===== config.mk =====
export PLATFORM = sky130hd
export DESIGN_NAME = signed_int_to_decimal_ascii_flat
export DESIGN_NICKNAME = d
export VERILOG_FILES = /design/src/hdl/sitda_pkg.sv /design/src/hdl/sitda_in_if.sv /design/src/hdl/sitda_out_if.sv /design/src/hdl/sitda_datapath.sv /design/src/hdl/sitda_ctrl.sv /design/src/hdl/signed_int_to_decimal_ascii.sv /design/src/flat_wrapper.sv
export SDC_FILE = /design/constraint.sdc
export NUM_CORES = 1
export LEC_CHECK = 0
export ABC_CLOCK_PERIOD_IN_PS = 11890
export BUFFER_PORTS_ARGS = -buffer_cell sky130_fd_sc_hd__buf_2
export CORE_MARGIN = 2
export CORE_UTILIZATION = 69
export DETAILED_ROUTE_END_ITERATION = 10
export PLACE_DENSITY = 0.88
export SYNTH_ARGS = -nofsm -noshare
export SYNTH_HDL_FRONTEND = slang
export SYNTH_SLANG_ARGS = --single-unit

===== constraint.sdc =====
create_clock -name clk -period 11.89 [get_ports clk]
set_input_delay 2.378 -clock clk [delete_from_list [all_inputs] [get_ports clk]]
set_output_delay 2.378 -clock clk [all_outputs]
set_load 0.01 [all_outputs]

===== src/hdl/sitda_pkg.sv =====
// ----------------------------------------------------------------------------
// sitda_pkg
// Shared types and constants for the signed integer to decimal text block.
// ----------------------------------------------------------------------------
package sitda_pkg;

    localparam int unsigned VALUE_BITS_DEFAULT = 32;

    localparam logic [7:0] CHAR_ZERO  = 8'h30;
    localparam logic [7:0] CHAR_NINE  = 8'h39;
    localparam logic [7:0] CHAR_MINUS = 8'h2D;

    typedef enum logic [2:0] {
        ST_IDLE,
        ST_CONV,
        ST_FIND,
        ST_SIGN,
        ST_DIGIT
    } state_t;

    // Commands from the controller to the datapath.
    typedef struct packed {
        logic load;
        logic step;
        logic find;
        logic dec;
        logic sel_sign;
    } cmd_t;

    // Status from the datapath to the controller.
    typedef struct packed {
        logic conv_done;
        logic negative;
        logic idx_zero;
    } status_t;

endpackage


===== src/hdl/sitda_in_if.sv =====
// ----------------------------------------------------------------------------
// sitda_in_if
// Input channel: one signed integer per item, with valid and ready.
// ----------------------------------------------------------------------------
interface sitda_in_if #(
    parameter int unsigned VALUE_BITS = sitda_pkg::VALUE_BITS_DEFAULT
) ();
    logic                         valid;
    logic                         ready;
    logic signed [VALUE_BITS-1:0] value;

    modport source (output valid, output value, input ready);
    modport sink   (input valid, input value, output ready);
endinterface


===== src/hdl/sitda_out_if.sv =====
// ----------------------------------------------------------------------------
// sitda_out_if
// Output channel: one ASCII character per item, with the last flag.
// ----------------------------------------------------------------------------
interface sitda_out_if ();
    logic       valid;
    logic       ready;
    logic [7:0] character;
    logic       last;

    modport source (output valid, output character, output last, input ready);
    modport sink   (input valid, input character, input last, output ready);
endinterface


===== src/hdl/sitda_datapath.sv =====
// ----------------------------------------------------------------------------
// sitda_datapath
// Magnitude, shift-and-add-3 BCD conversion four bits a cycle, leading digit
// search and character selection.
// ----------------------------------------------------------------------------
module sitda_datapath #(
    parameter int unsigned VALUE_BITS = sitda_pkg::VALUE_BITS_DEFAULT
) (
    input  logic                   clk,
    input  logic                   rst_n,
    input  sitda_pkg::cmd_t        cmd,
    input  logic [VALUE_BITS-1:0]  value,
    output sitda_pkg::status_t     status,
    output logic [7:0]             character,
    output logic                   last
);
    import sitda_pkg::*;

    localparam int unsigned STEPS = (VALUE_BITS + 3) / 4;
    localparam int unsigned MAG_W = STEPS * 4;
    // Upper bound on the decimal digits of 2^(VALUE_BITS-1) over the range.
    localparam int unsigned NDIG  = (VALUE_BITS * 3) / 10 + 1;
    localparam int unsigned BCD_W = NDIG * 4;
    localparam int unsigned IW    = $clog2(NDIG);
    localparam int unsigned SCW   = $clog2(STEPS);

    logic [MAG_W-1:0]      mag_reg,  mag_next;
    logic [BCD_W-1:0]      bcd_reg,  bcd_next;
    logic [IW-1:0]         idx_reg,  idx_next;
    logic [SCW-1:0]        step_reg, step_next;
    logic                  neg_reg,  neg_next;

    logic [VALUE_BITS-1:0] abs_val;
    logic [BCD_W-1:0]      bcd_step;
    logic [IW-1:0]         lead;
    logic [3:0]            digit;

    // The most negative value negates to itself, which read as unsigned is
    // exactly its magnitude.
    assign abs_val = value[VALUE_BITS-1] ? (~value + 1'b1) : value;

    always_comb
    begin
        logic [BCD_W-1:0] b;
        b = bcd_reg;
        for (int j = 0; j < 4; j++)
        begin
            for (int d = 0; d < int'(NDIG); d++)
            begin
                if (b[4*d +: 4] >= 4'd5)
                begin
                    b[4*d +: 4] = b[4*d +: 4] + 4'd3;
                end
            end
            b = {b[BCD_W-2:0], mag_reg[MAG_W-1-j]};
        end
        bcd_step = b;
    end

    always_comb
    begin
        lead = '0;
        for (int d = 1; d < int'(NDIG); d++)
        begin
            if (bcd_reg[4*d +: 4] != 4'd0)
            begin
                lead = IW'(d);
            end
        end
    end

    always_comb
    begin
        mag_next  = mag_reg;
        bcd_next  = bcd_reg;
        idx_next  = idx_reg;
        step_next = step_reg;
        neg_next  = neg_reg;
        if (cmd.load)
        begin
            mag_next  = MAG_W'(abs_val);
            bcd_next  = '0;
            step_next = SCW'(STEPS - 1);
            neg_next  = value[VALUE_BITS-1];
        end
        if (cmd.step)
        begin
            mag_next  = {mag_reg[MAG_W-5:0], 4'b0000};
            bcd_next  = bcd_step;
            step_next = step_reg - 1'b1;
        end
        if (cmd.find)
        begin
            idx_next = lead;
        end
        if (cmd.dec)
        begin
            idx_next = idx_reg - 1'b1;
        end
    end

    always_ff @(posedge clk or negedge rst_n)
    begin
        if (!rst_n)
        begin
            step_reg <= '0;
            idx_reg  <= '0;
        end
        else
        begin
            step_reg <= step_next;
            idx_reg  <= idx_next;
        end
    end

    always_ff @(posedge clk)
    begin
        mag_reg <= mag_next;
        bcd_reg <= bcd_next;
        neg_reg <= neg_next;
    end

    assign digit            = bcd_reg[4*idx_reg +: 4];
    assign status.conv_done = (step_reg == '0);
    assign status.negative  = neg_reg;
    assign status.idx_zero  = (idx_reg == '0);
    assign character        = cmd.sel_sign ? CHAR_MINUS : (CHAR_ZERO + {4'b0000, digit});
    assign last             = !cmd.sel_sign && (idx_reg == '0);

endmodule


===== src/hdl/sitda_ctrl.sv =====
// ----------------------------------------------------------------------------
// sitda_ctrl
// Sequencer for load, conversion, leading digit search and character output.
// ----------------------------------------------------------------------------
module sitda_ctrl (
    input  logic               clk,
    input  logic               rst_n,
    input  logic               in_valid,
    output logic               in_ready,
    output logic               out_valid,
    input  logic               out_ready,
    input  sitda_pkg::status_t status,
    output sitda_pkg::cmd_t    cmd
);
    import sitda_pkg::*;

    state_t state_reg, state_next;

    always_comb
    begin
        state_next = state_reg;
        unique case (state_reg)
            ST_IDLE:
            begin
                if (in_valid)
                begin
                    state_next = ST_CONV;
                end
            end
            ST_CONV:
            begin
                if (status.conv_done)
                begin
                    state_next = ST_FIND;
                end
            end
            ST_FIND:
            begin
                state_next = status.negative ? ST_SIGN : ST_DIGIT;
            end
            ST_SIGN:
            begin
                if (out_ready)
                begin
                    state_next = ST_DIGIT;
                end
            end
            ST_DIGIT:
            begin
                if (out_ready && status.idx_zero)
                begin
                    state_next = ST_IDLE;
                end
            end
            default:
            begin
                state_next = ST_IDLE;
            end
        endcase
    end

    always_comb
    begin
        in_ready  = 1'b0;
        out_valid = 1'b0;
        cmd       = '0;
        unique case (state_reg)
            ST_IDLE:
            begin
                in_ready = 1'b1;
                cmd.load = in_valid;
            end
            ST_CONV:
            begin
                cmd.step = 1'b1;
            end
            ST_FIND:
            begin
                cmd.find = 1'b1;
            end
            ST_SIGN:
            begin
                out_valid    = 1'b1;
                cmd.sel_sign = 1'b1;
            end
            ST_DIGIT:
            begin
                out_valid = 1'b1;
                cmd.dec   = out_ready && !status.idx_zero;
            end
            default:
            begin
                in_ready = 1'b0;
            end
        endcase
    end

    always_ff @(posedge clk or negedge rst_n)
    begin
        if (!rst_n)
        begin
            state_reg <= ST_IDLE;
        end
        else
        begin
            state_reg <= state_next;
        end
    end

endmodule


===== src/hdl/signed_int_to_decimal_ascii.sv =====
// ----------------------------------------------------------------------------
// signed_int_to_decimal_ascii
// Converts a signed integer to its decimal ASCII text, one character per item.
// ----------------------------------------------------------------------------
// One integer is taken at a time. After it is accepted the magnitude runs
// through a shift-and-add-3 BCD converter that consumes four bits a cycle,
// followed by the ST_FIND state that locates the leading digit. Then a '-'
// for a negative value and the digits leave, most significant first, one
// character a cycle while the sink is ready; the final character carries
// last. The input is ready again in the cycle after the last character.
// Zero gives a single '0' and the most negative value is converted exactly.
// ----------------------------------------------------------------------------
module signed_int_to_decimal_ascii #(
    parameter int unsigned VALUE_BITS = sitda_pkg::VALUE_BITS_DEFAULT
) (
    input  logic        clk,
    input  logic        rst_n,
    sitda_in_if.sink    num,
    sitda_out_if.source text
);
    import sitda_pkg::*;

    cmd_t    cmd;
    status_t status;

    sitda_ctrl u_ctrl (
        .clk       (clk),
        .rst_n     (rst_n),
        .in_valid  (num.valid),
        .in_ready  (num.ready),
        .out_valid (text.valid),
        .out_ready (text.ready),
        .status    (status),
        .cmd       (cmd)
    );

    sitda_datapath #(
        .VALUE_BITS (VALUE_BITS)
    ) u_datapath (
        .clk       (clk),
        .rst_n     (rst_n),
        .cmd       (cmd),
        .value     (num.value[VALUE_BITS-1:0]),
        .status    (status),
        .character (text.character),
        .last      (text.last)
    );

    // No character is offered while a new number can be taken.
    a_no_overlap: assert property (@(posedge clk) disable iff (!rst_n)
        !(num.ready && text.valid))
        else $error("character offered while input is ready");

    // Once a number is taken, the input stays closed in the next cycle.
    a_busy_after_accept: assert property (@(posedge clk) disable iff (!rst_n)
        (num.valid && num.ready) |=> !num.ready)
        else $error("input ready directly after an accepted item");

    // The final character hands control back to the input side.
    a_last_frees: assert property (@(posedge clk) disable iff (!rst_n)
        (text.valid && text.ready && text.last) |=> (num.ready && !text.valid))
        else $error("block not idle after the last character");

    // Only a minus sign or a decimal digit is ever produced.
    a_char_set: assert property (@(posedge clk) disable iff (!rst_n)
        text.valid |-> (text.character == CHAR_MINUS ||
                        (text.character >= CHAR_ZERO && text.character <= CHAR_NINE)))
        else $error("character outside the decimal set");

endmodule


===== src/flat_wrapper.sv =====
// flat-port wrapper written by rule: the top's interface ports become plain ports
module signed_int_to_decimal_ascii_flat import sitda_pkg::*;
#(
    parameter int unsigned VALUE_BITS = sitda_pkg::VALUE_BITS_DEFAULT
)
  (clk, rst_n, num_valid, num_value, num_ready, text_valid, text_character, text_last, text_ready);
  sitda_in_if #(.VALUE_BITS(VALUE_BITS)) num_i ();
  sitda_out_if text_i ();
  input  logic clk;
  input  logic rst_n;
  input wire logic [$bits(num_i.valid)-1:0] num_valid;
  input wire logic [$bits(num_i.value)-1:0] num_value;
  output wire logic [$bits(num_i.ready)-1:0] num_ready;
  output wire logic [$bits(text_i.valid)-1:0] text_valid;
  output wire logic [$bits(text_i.character)-1:0] text_character;
  output wire logic [$bits(text_i.last)-1:0] text_last;
  input wire logic [$bits(text_i.ready)-1:0] text_ready;
  assign num_i.valid = num_valid;
  assign num_i.value = num_value;
  assign num_ready = num_i.ready;
  assign text_valid = text_i.valid;
  assign text_character = text_i.character;
  assign text_last = text_i.last;
  assign text_i.ready = text_ready;
  signed_int_to_decimal_ascii #(.VALUE_BITS(VALUE_BITS)) u_core (.clk(clk), .rst_n(rst_n), .num(num_i), .text(text_i));
endmodule

# == Yosys cells after proc, flatten, opt, wreduce, memory -nomap -nowiden ==
# Index checks and enable logic that the tools add are counted.
# totals
reg_bits,83
inputBits,36
output_inout_bits,11
# classes
addsub,44
magnitude_cmp,40
n_eq_ne,8
n_shift,1
muxes,72
bitwise_logic,1
n_reduce_logical,21
# op_table
cell,n
4-bit 2-to-1 mux,46
"4-bit by 3-bit greater-or-equal comparator with 1-bit output, second input constant",40
"4-bit by 2-bit adder with 4-bit output, second input constant",36
32-bit 2-to-1 mux,3
40-bit 2-to-1 mux,2
40-bit by 7-bit variable part select with 4-bit output,1
4-bit nonzero test,9
3-bit 2-to-1 mux,11
"32-bit by 1-bit adder with 32-bit output, second input constant",1
32-bit NOT,1
3-bit one-hot mux with 5 select lines,1
"3-bit by 2-bit adder with 3-bit output, second input constant",4
1-bit 2-to-1 mux,8
"6-bit by 4-bit adder with 7-bit output, first input constant",1
7-bit 2-to-1 mux,1
"3-bit by 2-bit equality test with 1-bit output, second input constant",2
3-bit zero test,2
"2-bit != test, second input constant",3
4-bit zero test,1
4-bit AND reduction,1
2-bit nonzero test,2
"4-bit by 1-bit subtractor with 4-bit output, second input constant",1
"3-bit by 1-bit equality test with 1-bit output, second input constant",1
"3-bit equality test, second input constant",1
other kinds (5),8

# == Depth between registers and ports, before layout ==
# Gate-level depths: netlist of run 1.
# depth
depth_word,12
mapped_depth,21
ltp_nobuf,21

# == Modules after synthesis ==
# A second synthesis of run 1 with hierarchy kept.
# unflattened
hier_cells,1155
area_unflattened_um2,9288.9
# by_module_without_submodules
mod,n_inst,cells_per_inst,area_per_inst_um2,seq_area_each_um2
sitda_datapath,1,1130,9051.2,2327.2
sitda_ctrl,1,25,237.7,75.1

# == Least setup slack after synthesis of run 1 ==
# OpenSTA, ideal clock, no wires.
# synth_timing
path_type,input -> register
start,input num_value[10]
end,"register u_core.u_datapath.mag_reg[25], data pin"
setup_time_ps,263
arrival_time_ps,4693
slack_ps,6934
cell_stages,8
cell_sequence,or4_4 > or3_4 > or4_4 > or3_4 > or2_4 > o31ai_4 > xor2_1 > o21ai_1
# synth_between
elab_chain_len,5
# synth_rtl
item,line_no,source
from (decl),flat_wrapper.sv:12,input wire logic [$bits(num_i.value)-1:0] num_value;
32-bit NOT,sitda_datapath.sv:40,assign abs_val = value[VALUE_BITS-1] ? (~value + 1'b1) : value;
32-bit by 1-bit adder with 32-bit output,sitda_datapath.sv:40,
32-bit 2-to-1 mux,sitda_datapath.sv:40,
32-bit 2-to-1 mux,sitda_datapath.sv:79,if (cmd.load)
32-bit 2-to-1 mux,sitda_datapath.sv:86,if (cmd.step)
named net u_core.u_datapath.mag_next[25],sitda_datapath.sv:27,"logic [MAG_W-1:0] mag_reg, mag_next;"
to (signal assigned),sitda_datapath.sv:118,mag_reg <= mag_next;
to (decl),sitda_datapath.sv:27,
# The timed path passes the listed nets, and every way through them passes these cells. The select of a mux whose other input is x is not followed.
# A chain may end at the register's enable or synchronous reset.

# == Worst setup path in the final report of run 1 ==
# Ends and elaborated chain as after synthesis.

==> metrics, run 1 <==
Core Util, Final=74.6%; Post-synth top flop=edfxtp_1; Simple-Gate Fraction of Synth Area=between 20 and 25%; P&R area growth vs syn=5.24%; diodes inserted=0; max reg flops=40; Setup TNS=0 ns; compound-gate portion of the synthesized area=30.7%; fmax=between 200 and 250 MHz; Synth Area in Adders=about 5.5%; Worst Path Buf+Inv=1; CTS tree=done; largest net degree at the start of global routing=42; Clock Sinks=83; CP Max Fanout=5; DRT Wirelength=about 23000 µm; Hold Crit Class=flip-flop to flip-flop; Post-Route Skew=0.00575 ns; number of global-route vias before repair=8057; die area=14600 µm²; Initial Util=70.9%; Final setup violation count=0; Largest stage delay, worst path=roughly 0.54 ns; Final GP Congestion=0.878; Tcrit/Tclk final=roughly two fifths; Tmin final=4.87 ns; drt pass-1 iters=6; H-tree levels=3; FF-to-FF End=u_core.u_datapath.bcd_reg[5]; IO Pins=47; global-route usage over all layers=a little under a third; Vias=9246; Worst-Margin Slew=between 0.9 and 1 ns; CP Cell Sequence=buf_2, or4_4, or3_4, or4_4, or3_4, or2_4, o31ai_4, xor2_1, o21ai_1; total gr overflow=0; final hold violation count=0; WL/cell=16.7 µm; Slowest cell on crit path=or4_4; WHS Endpoint=u_core.u_datapath.mag_reg[0]; Die Y=121 µm; Clk pin slew, worst setup/hold paths=0.06 ns; kind of critical path=input port to flip-flop; Max Transition Viols Final=0; Max-cap violations=0; first-pass GRT wire length=between 30000 and 40000 µm; Gate Count Post-Synth=1197; Avg Cell Area, Syn=~8 µm²; RSZ-0062 raised after global routing=no; post-synthesis sequential area ratio=25.6%; Hold WS=0.462 ns; ranking of synthesized cells by area=edfxtp_1 (22%), nand2_1 (5.6%), o21ai_0 (5.5%), ha_1 (4.8%), a21oi_1 (4.7%); most common cell after layout, fill and taps aside=nand2_1; top-area cell type share of the netlist area=22.1%; Clock Latency Late Sink=about 0.34 ns; Post-synth EDFFs=just under 70; DP HPWL=16600 µm; largest family of logic cells by synthesized area=compound AO/OA/AOI/OAI gates; nature of the critical path startpoint=input port; Critical Path AT=4.93 ns; Post-CTS Resized=0; CP required=11.95 ns; R2R setup slack=7.09 ns; Post-CTS Hold Fix Bufs=0; initial antenna violation count=1; DR iter-0 viols=1032; critical hold path startpoint=u_core.u_datapath.mag_reg[0]; commonest non-fill, non-tap cells in the layout=nand2_1 (138), o21ai_0 (104), nor2_1 (95); Crit. End Element=flip-flop; nets@finish=1260; clock buffer depth=2; Num CTS Buffers=9; CTS Root Cell=clkbuf_16; row count=42; Post-Synth XOR/XNOR Area=3.64%; share of cells above drive strength 1=between 10% and 20%; vias per inst=~6.8; CORE AREA=13200 µm²; setup bufs post-CTS=0; # DRC=0; Worst Hold Depth=2; worst reg2reg startpoint=u_core.u_datapath.bcd_reg[0]; IO buf count=43; YS warnings=0; Post-DRT Antenna Nets=0; Placed Instance Area=between 9000 and 10000 µm²; post-route cell area=9880 µm²; Die Wd=121 µm; area leader, netlist=edfxtp_1; synthesized cell area=9390 µm²; ys async rst share=roughly 12%; Slew headroom=36.8%; Yosys cell types=slightly below 90; critical path's top delay family=simple AND/OR/NAND/NOR gates; flops & latches, synth=between 80 and 90; mux cell area share after synthesis=6.54%; result of the run=complete, no violations; r2r worst-path depth=14
==> worst reg2reg max path: stages, from the launching register on <==
cell,delay [ns]
edfxtp_1,0.47
inv_1,0.10
ha_1,0.25
and2_1,0.19
nor2_1,0.59
nand3_1,0.36
o211ai_1,0.39
clkinv_1,0.36
ha_1,0.30
maj3_1,0.38
a221o_1,0.40
o21ai_0,0.28
a21oi_1,0.11
a211oi_1,0.22
nor3_1,0.09
==> per-layer routing <==
metal / GRT usage [%] / part of all wire [%] / up-vias
li1: - / - / 4510
met1: 41.3 / 44 / 4326
met2: 52.2 / 49 / 361
met3: 3.54 / 5.5 / 47
met4: 10.5 / 2.1 / 2
met5: 0 / 0.070 / -
==> metrics by stage <==
stage / setup slack (ns) / cells
final: 7.02 / 1369
after global routing: 6.71 / 1369
after CTS: 7.02 / 1369
after detailed placement: 6.68 / 1353
after global placement: 6.72 / 1353
after floorplan: 6.93 / 1198
==> how the worst max path moves through the flow <==
stage | from | endpoint | cells after the start
detailed placement | num_value[10] | u_core.u_datapath.mag_reg[25] | 9
global placement | num_value[10] | u_core.u_datapath.mag_reg[28] | 8
floorplan | num_value[10] | u_core.u_datapath.mag_reg[25] | 8
global route | u_core.u_datapath.bcd_reg[0] | u_core.u_datapath.bcd_reg[8] | 14
finish | num_value[10] | u_core.u_datapath.mag_reg[25] | 9
CTS | num_value[10] | u_core.u_datapath.mag_reg[25] | 9
==> Yosys cell counts, drive strengths merged (32+ instances only) <==
library cell and n:
a21oi 90, clkbuf 49, edfxtp 69, ha 36, inv 43, nand2 139
nand2b 32, nand3 37, nor2 98, nor3 36, o21ai 112
==> logic make-up after synthesis <==
kind of cell | count (synthesis)
AO/OA/AOI/OAI | 424
XOR/XNOR | 39
adder cells (fa/ha/maj) | 43
buffers and inverters | 112
flip-flops | 83
multiplexers | 50
other | 2
AND/OR/NAND/NOR | 444
==> final cells by class <==
cell class,count,area (µm²)
repair buffers,47,245
clock buffers,13,262
fillers,1010,3360
flip-flops and latches,83,2400
multi-input cells,1003,6540
inverters,44,165
clock inverters,3,46.3
well taps,176,220
Power of run 1 is left out: the tool's default activity adds up to more than one toggle a clock period on the data nets, which glitch-free logic cannot reach.
==> run 2: changes to the inputs <==
--- a/config.mk
+++ b/config.mk
@@ -5,12 +5,12 @@
 export SDC_FILE = /design/constraint.sdc
 export NUM_CORES = 1
 export LEC_CHECK = 0
-export ABC_CLOCK_PERIOD_IN_PS = 11890
+export ABC_CLOCK_PERIOD_IN_PS = 4400
 export BUFFER_PORTS_ARGS = -buffer_cell sky130_fd_sc_hd__buf_2
 export CORE_MARGIN = 2
-export CORE_UTILIZATION = 69
+export CORE_UTILIZATION = 58
 export DETAILED_ROUTE_END_ITERATION = 10
-export PLACE_DENSITY = 0.88
+export PLACE_DENSITY = 0.79
 export SYNTH_ARGS = -nofsm -noshare
 export SYNTH_HDL_FRONTEND = slang
 export SYNTH_SLANG_ARGS = --single-unit
==> constraint.sdc (replaced) <==
create_clock -name clk -period 4.4 [get_ports clk]
set_input_delay 0.88 -clock clk [delete_from_list [all_inputs] [get_ports clk]]
set_output_delay 0.88 -clock clk [all_outputs]
set_load 0.01 [all_outputs]
==> metrics, run 2 (synthesized netlist as in run 1, its figures left out) <==
CP required=4.50 ns; Vias=9179; P&R area growth vs syn=7.47%; DRT Wirelength=22900 µm; die area=17200 µm²; Tmin final=4.09 ns; Slowest cell on crit path=edfxtp_1; Slew headroom=30.7%; Hold WS=between 0.3 and 0.4 ns; CP Max Fanout=9; Clk pin slew, worst setup/hold paths=0.06 ns; critical path's top delay family=compound AO/OA/AOI/OAI gates; top sig layer=met5; WL/cell=16.0 µm; diodes inserted=0; number of global-route vias before repair=7929; met3 wire len=1210 µm; result of the run=complete, no violations; kind of critical path=flip-flop to flip-flop; Clock Latency Late Sink=0.35 ns; # DRC=0; Tcrit/Tclk final=92.9%; CTS tree=done; largest net degree at the start of global routing=64; Max-cap violations=0; Die Wd=131 µm; nature of the critical path startpoint=flip-flop; global-route usage over all layers=between 20% and 30%; Metal-1 WL=10600 µm; most common cell after layout, fill and taps aside=nand2_1; Layout fillers=1360; IO buf count=43; CORE AREA=15800 µm²; Post-Route Skew=0.00720 ns; row count=between 40 and 50; vias per inst=around 6.4; Final setup violation count=0; max reg flops=40; DR iter-0 viols=858; total gr overflow=0; Hold Crit Class=input port to asynchronous set/reset pin; Die Y=131 µm; drt pass-1 iters=7; CP Cell Sequence=inv_1, ha_1, nand2b_1, a21oi_1, mux2_2, nor3_1, nor2_1, ha_1, maj3_1, a211oi_1, mux2i_1, a31oi_1, nor3_1, o21a_1; final hold violation count=0; first-pass GRT wire length=37800 µm; Final GP Congestion=0.871; clock buffer depth=2; CTS Root Cell=clkbuf_16; commonest non-fill, non-tap cells in the layout=nand2_1 (138), o21ai_0 (103), nor2_1 (94); Max Transition Viols Final=0; Crit. End Element=flip-flop; RSZ-0062 raised after global routing=no; Initial Util=59.3%; Critical Path AT=4.19 ns; Post-DRT Antenna Nets=0; Post-CTS Hold Fix Bufs=0; DP HPWL=roughly 17000 µm; nets@finish=about 1300; initial antenna violation count=1; H-tree levels=3; Largest stage delay, worst path=0.51 ns; IO Pins=47; Clock Sinks=83; Worst Path Buf+Inv=1; Setup TNS=0 ns; Num CTS Buffers=9; R2R setup slack=between 0.3 and 0.4 ns; WL met2=10500 µm; share of cells above drive strength 1=11.9%; Worst-Margin Slew=1.04 ns; fmax=around 240 MHz
## run 2: cell types whose count changed in the layout (fill, tap and decap cells not counted), sizes merged
| cell | before | now |
|---|---|---|
| clkbuf | 13 | 9 |
| buf | 47 | 66 |
| clkinv | 2 | 6 |
## run 2: metrics by stage
| stage | worst slack, ns | instances | util [%] | cell area (µm²) |
|---|---|---|---|---|
| global placement | 0.374 | 1412 | 61.8 | 9780 |
| CTS | 0.251 | 1428 | 63.7 | 10100 |
| finish | 0.311 | 1428 | 63.8 | 10100 |
| floorplan | 0.481 | 1198 | - | 9400 |
| detailed placement | 0.275 | 1412 | 61.8 | 9780 |
| global route | 0.0111 | 1428 | 63.8 | 10100 |
## run 2: final timing paths
path,startpoint,end,cells after the start
worst min-delay path,rst_n,u_core.u_datapath.idx_reg[3],1
min in group clk,u_core.u_datapath.mag_reg[0],u_core.u_datapath.mag_reg[0],2
worst max register to register,u_core.u_datapath.bcd_reg[8],u_core.u_datapath.bcd_reg[16],14
worst min register to register,u_core.u_datapath.mag_reg[0],u_core.u_datapath.mag_reg[0],2
worst max-delay path,u_core.u_datapath.bcd_reg[8],u_core.u_datapath.bcd_reg[16],14
max in group asynchronous,rst_n,u_core.u_datapath.step_reg[1],1
## run 2: timing repair
item | CTS | global route
buffers inserted | 0 | 0
resized for setup | 0 | 5
setup endpoints to repair | 0 | 6
## run 2: layer usage
metal	global-route usage (%)	vias up
met5	0	-
met1	35.8	4301
met3	2.97	40
li1	-	4539
met4	8.03	2
met2	41.7	297
## run 2: cell type report
| cell class | instances | area (µm²) | area share [%] |
|---|---|---|---|
| Timing Repair Buffer | 66 | 400 | 3.97 |
| Multi-Input combinational cell | 1003 | 6560 | 65.0 |
| Clock inverter | 7 | 68.8 | 0.682 |
| Inverter | 44 | 165 | 1.64 |
| Sequential cell | 83 | 2400 | 23.8 |
| Clock buffer | 9 | 225 | 2.23 |
| Tap cell | 216 | 270 | 2.68 |
Power of run 2 is left out for the same reason.
==> run 3: changes to the inputs <==
--- a/config.mk
+++ b/config.mk
@@ -11,6 +11,7 @@
 export CORE_UTILIZATION = 58
 export DETAILED_ROUTE_END_ITERATION = 10
 export PLACE_DENSITY = 0.79
+export REMOVE_ABC_BUFFERS = 1
 export SYNTH_ARGS = -nofsm -noshare
 export SYNTH_HDL_FRONTEND = slang
 export SYNTH_SLANG_ARGS = --single-unit
==> metrics, run 3 (synthesized netlist as in run 1, its figures left out) <==
result of the run=complete, no violations; FF-to-FF End=u_core.u_datapath.bcd_reg[5]; Post-DRT Antenna Nets=0; vias per inst=6.47; final hold violation count=0; Die Y=131 µm; number of global-route vias before repair=8227; Post-Route Skew=0.00410 ns; Final setup violation count=0; commonest non-fill, non-tap cells in the layout=nand2_1 (138), o21ai_0 (104), nor2_1 (95); Hold Crit Class=input port to asynchronous set/reset pin; Clock Latency Late Sink=approximately 0.36 ns; worst reg2reg startpoint=u_core.u_datapath.bcd_reg[0]; Initial Util=59.3%; nets@finish=1277; # DRC=0; Vias=9223; clock buffer depth=2; Slew headroom=32.5%; r2r worst-path depth=14; DR iter-0 viols=690; DRT Wirelength=around 24000 µm; CP Max Fanout=7; H-tree levels=3; Post-CTS Hold Fix Bufs=0; IO buf count=between 40 and 50; total gr overflow=0; fmax=245 MHz; P&R area growth vs syn=7.07%; DP HPWL=17600 µm; CTS tree=done; CTS Root Cell=clkbuf_16; Max-cap violations=0; setup bufs post-CTS=0; nature of the critical path startpoint=flip-flop; die area=about 17000 µm²; RSZ-0062 raised after global routing=no; largest net degree at the start of global routing=42; Final GP Congestion=between 0.8 and 0.9; Max Transition Viols Final=0; share of cells above drive strength 1=a little under an eighth; Worst-Margin Slew=1.01 ns; Crit. End Element=flip-flop; max reg flops=40; Num CTS Buffers=9; global-route usage over all layers=26.5%; kind of critical path=flip-flop to flip-flop; drt pass-1 iters=6; diodes inserted=0; row count=46; Tmin final=between 4 and 5 ns; Clock Sinks=83; first-pass GRT wire length=roughly 39000 µm; Setup TNS=0 ns; Clk pin slew, worst setup/hold paths=about 0.070 ns; CP required=~4.5 ns; IO Pins=47; most common cell after layout, fill and taps aside=nand2_1; Critical Path AT=4.15 ns; CORE AREA=around 16000 µm²; WL/cell=~17 µm; R2R setup slack=0.32 ns; Die Wd=~130 µm; Tcrit/Tclk final=92.7%; initial antenna violation count=0
[run 3: cell count changes in the layout (fill, tap and decap cells not counted), sizes merged]
cell and change:
bufinv -1, clkinv -2, buf -2, inv +3
[run 3: worst max path at each step]
stage / from / endpoint / slack, ns / cells after the start
after floorplan: u_core.u_datapath.bcd_reg[0] / u_core.u_datapath.bcd_reg[5] / 0.47 / 14
after global placement: u_core.u_datapath.bcd_reg[8] / u_core.u_datapath.bcd_reg[16] / 0.36 / 14
after detailed placement: u_core.u_datapath.bcd_reg[8] / u_core.u_datapath.bcd_reg[15] / 0.24 / 14
after CTS: u_core.u_datapath.bcd_reg[8] / u_core.u_datapath.bcd_reg[16] / 0.22 / 14
after global routing: u_core.u_datapath.bcd_reg[32] / u_core.u_datapath.bcd_reg[38] / 0.005 / 21
final: u_core.u_datapath.bcd_reg[0] / u_core.u_datapath.bcd_reg[5] / 0.32 / 14
[run 3: final cells by class]
| type | count | area, µm² |
|---|---|---|
| Tap cell | 216 | 270 |
| Clock inverter | 7 | 51.3 |
| Multi-Input combinational cell | 1003 | 6570 |
| Timing Repair Buffer | 64 | 373 |
| Fill cell | 1357 | 5770 |
| Inverter | 44 | 165 |
| Clock buffer | 9 | 225 |
| Sequential cell | 83 | 2400 |
[run 3: critical path, stage by stage (launching register included)]
cell,delay [ns]
edfxtp_1,0.46
inv_1,0.09
ha_1,0.24
nor2b_1,0.18
o31ai_1,0.59
o211ai_1,0.19
o211ai_1,0.15
clkinv_1,0.13
ha_1,0.22
maj3_1,0.38
a221o_1,0.40
o21ai_0,0.27
a21oi_1,0.12
a211oi_1,0.29
nor3_1,0.09
[run 3: layer usage]
| metal | share of wire, % | global-route usage, % | wire length, µm | vias to the layer above |
|---|---|---|---|---|
| met2 | 49 | 47.0 | 11700 | 292 |
| met5 | 0 | 0 | 0 | - |
| met3 | 5.5 | 3.86 | 1310 | 54 |
| li1 | - | - | - | 4545 |
| met4 | 2.5 | 8.82 | 582 | 0 |
| met1 | 43 | 33.1 | 10100 | 4332 |
[run 3: per-stage QoR]
stage / hold WS, ns / util [%] / area [µm²] / instances / setup slack [ns]
floorplan: 0.437 / - / 9110 / 1130 / 0.473
global placement: 0.444 / 61.6 / 9750 / 1410 / 0.362
detailed placement: 0.462 / 61.6 / 9750 / 1410 / 0.238
CTS: 0.400 / 63.4 / 10000 / 1426 / 0.221
global route: 0.405 / 63.5 / 10100 / 1426 / 0.00525
finish: 0.397 / 63.5 / 10100 / 1426 / 0.323
[run 3: timing repair]
action / in CTS / in global routing
endpoints found under the setup margin: 0 / 8
hold endpoints to repair: 0 / 0
gates resized for setup: 0 / 6
Power of run 3 is left out for the same reason.
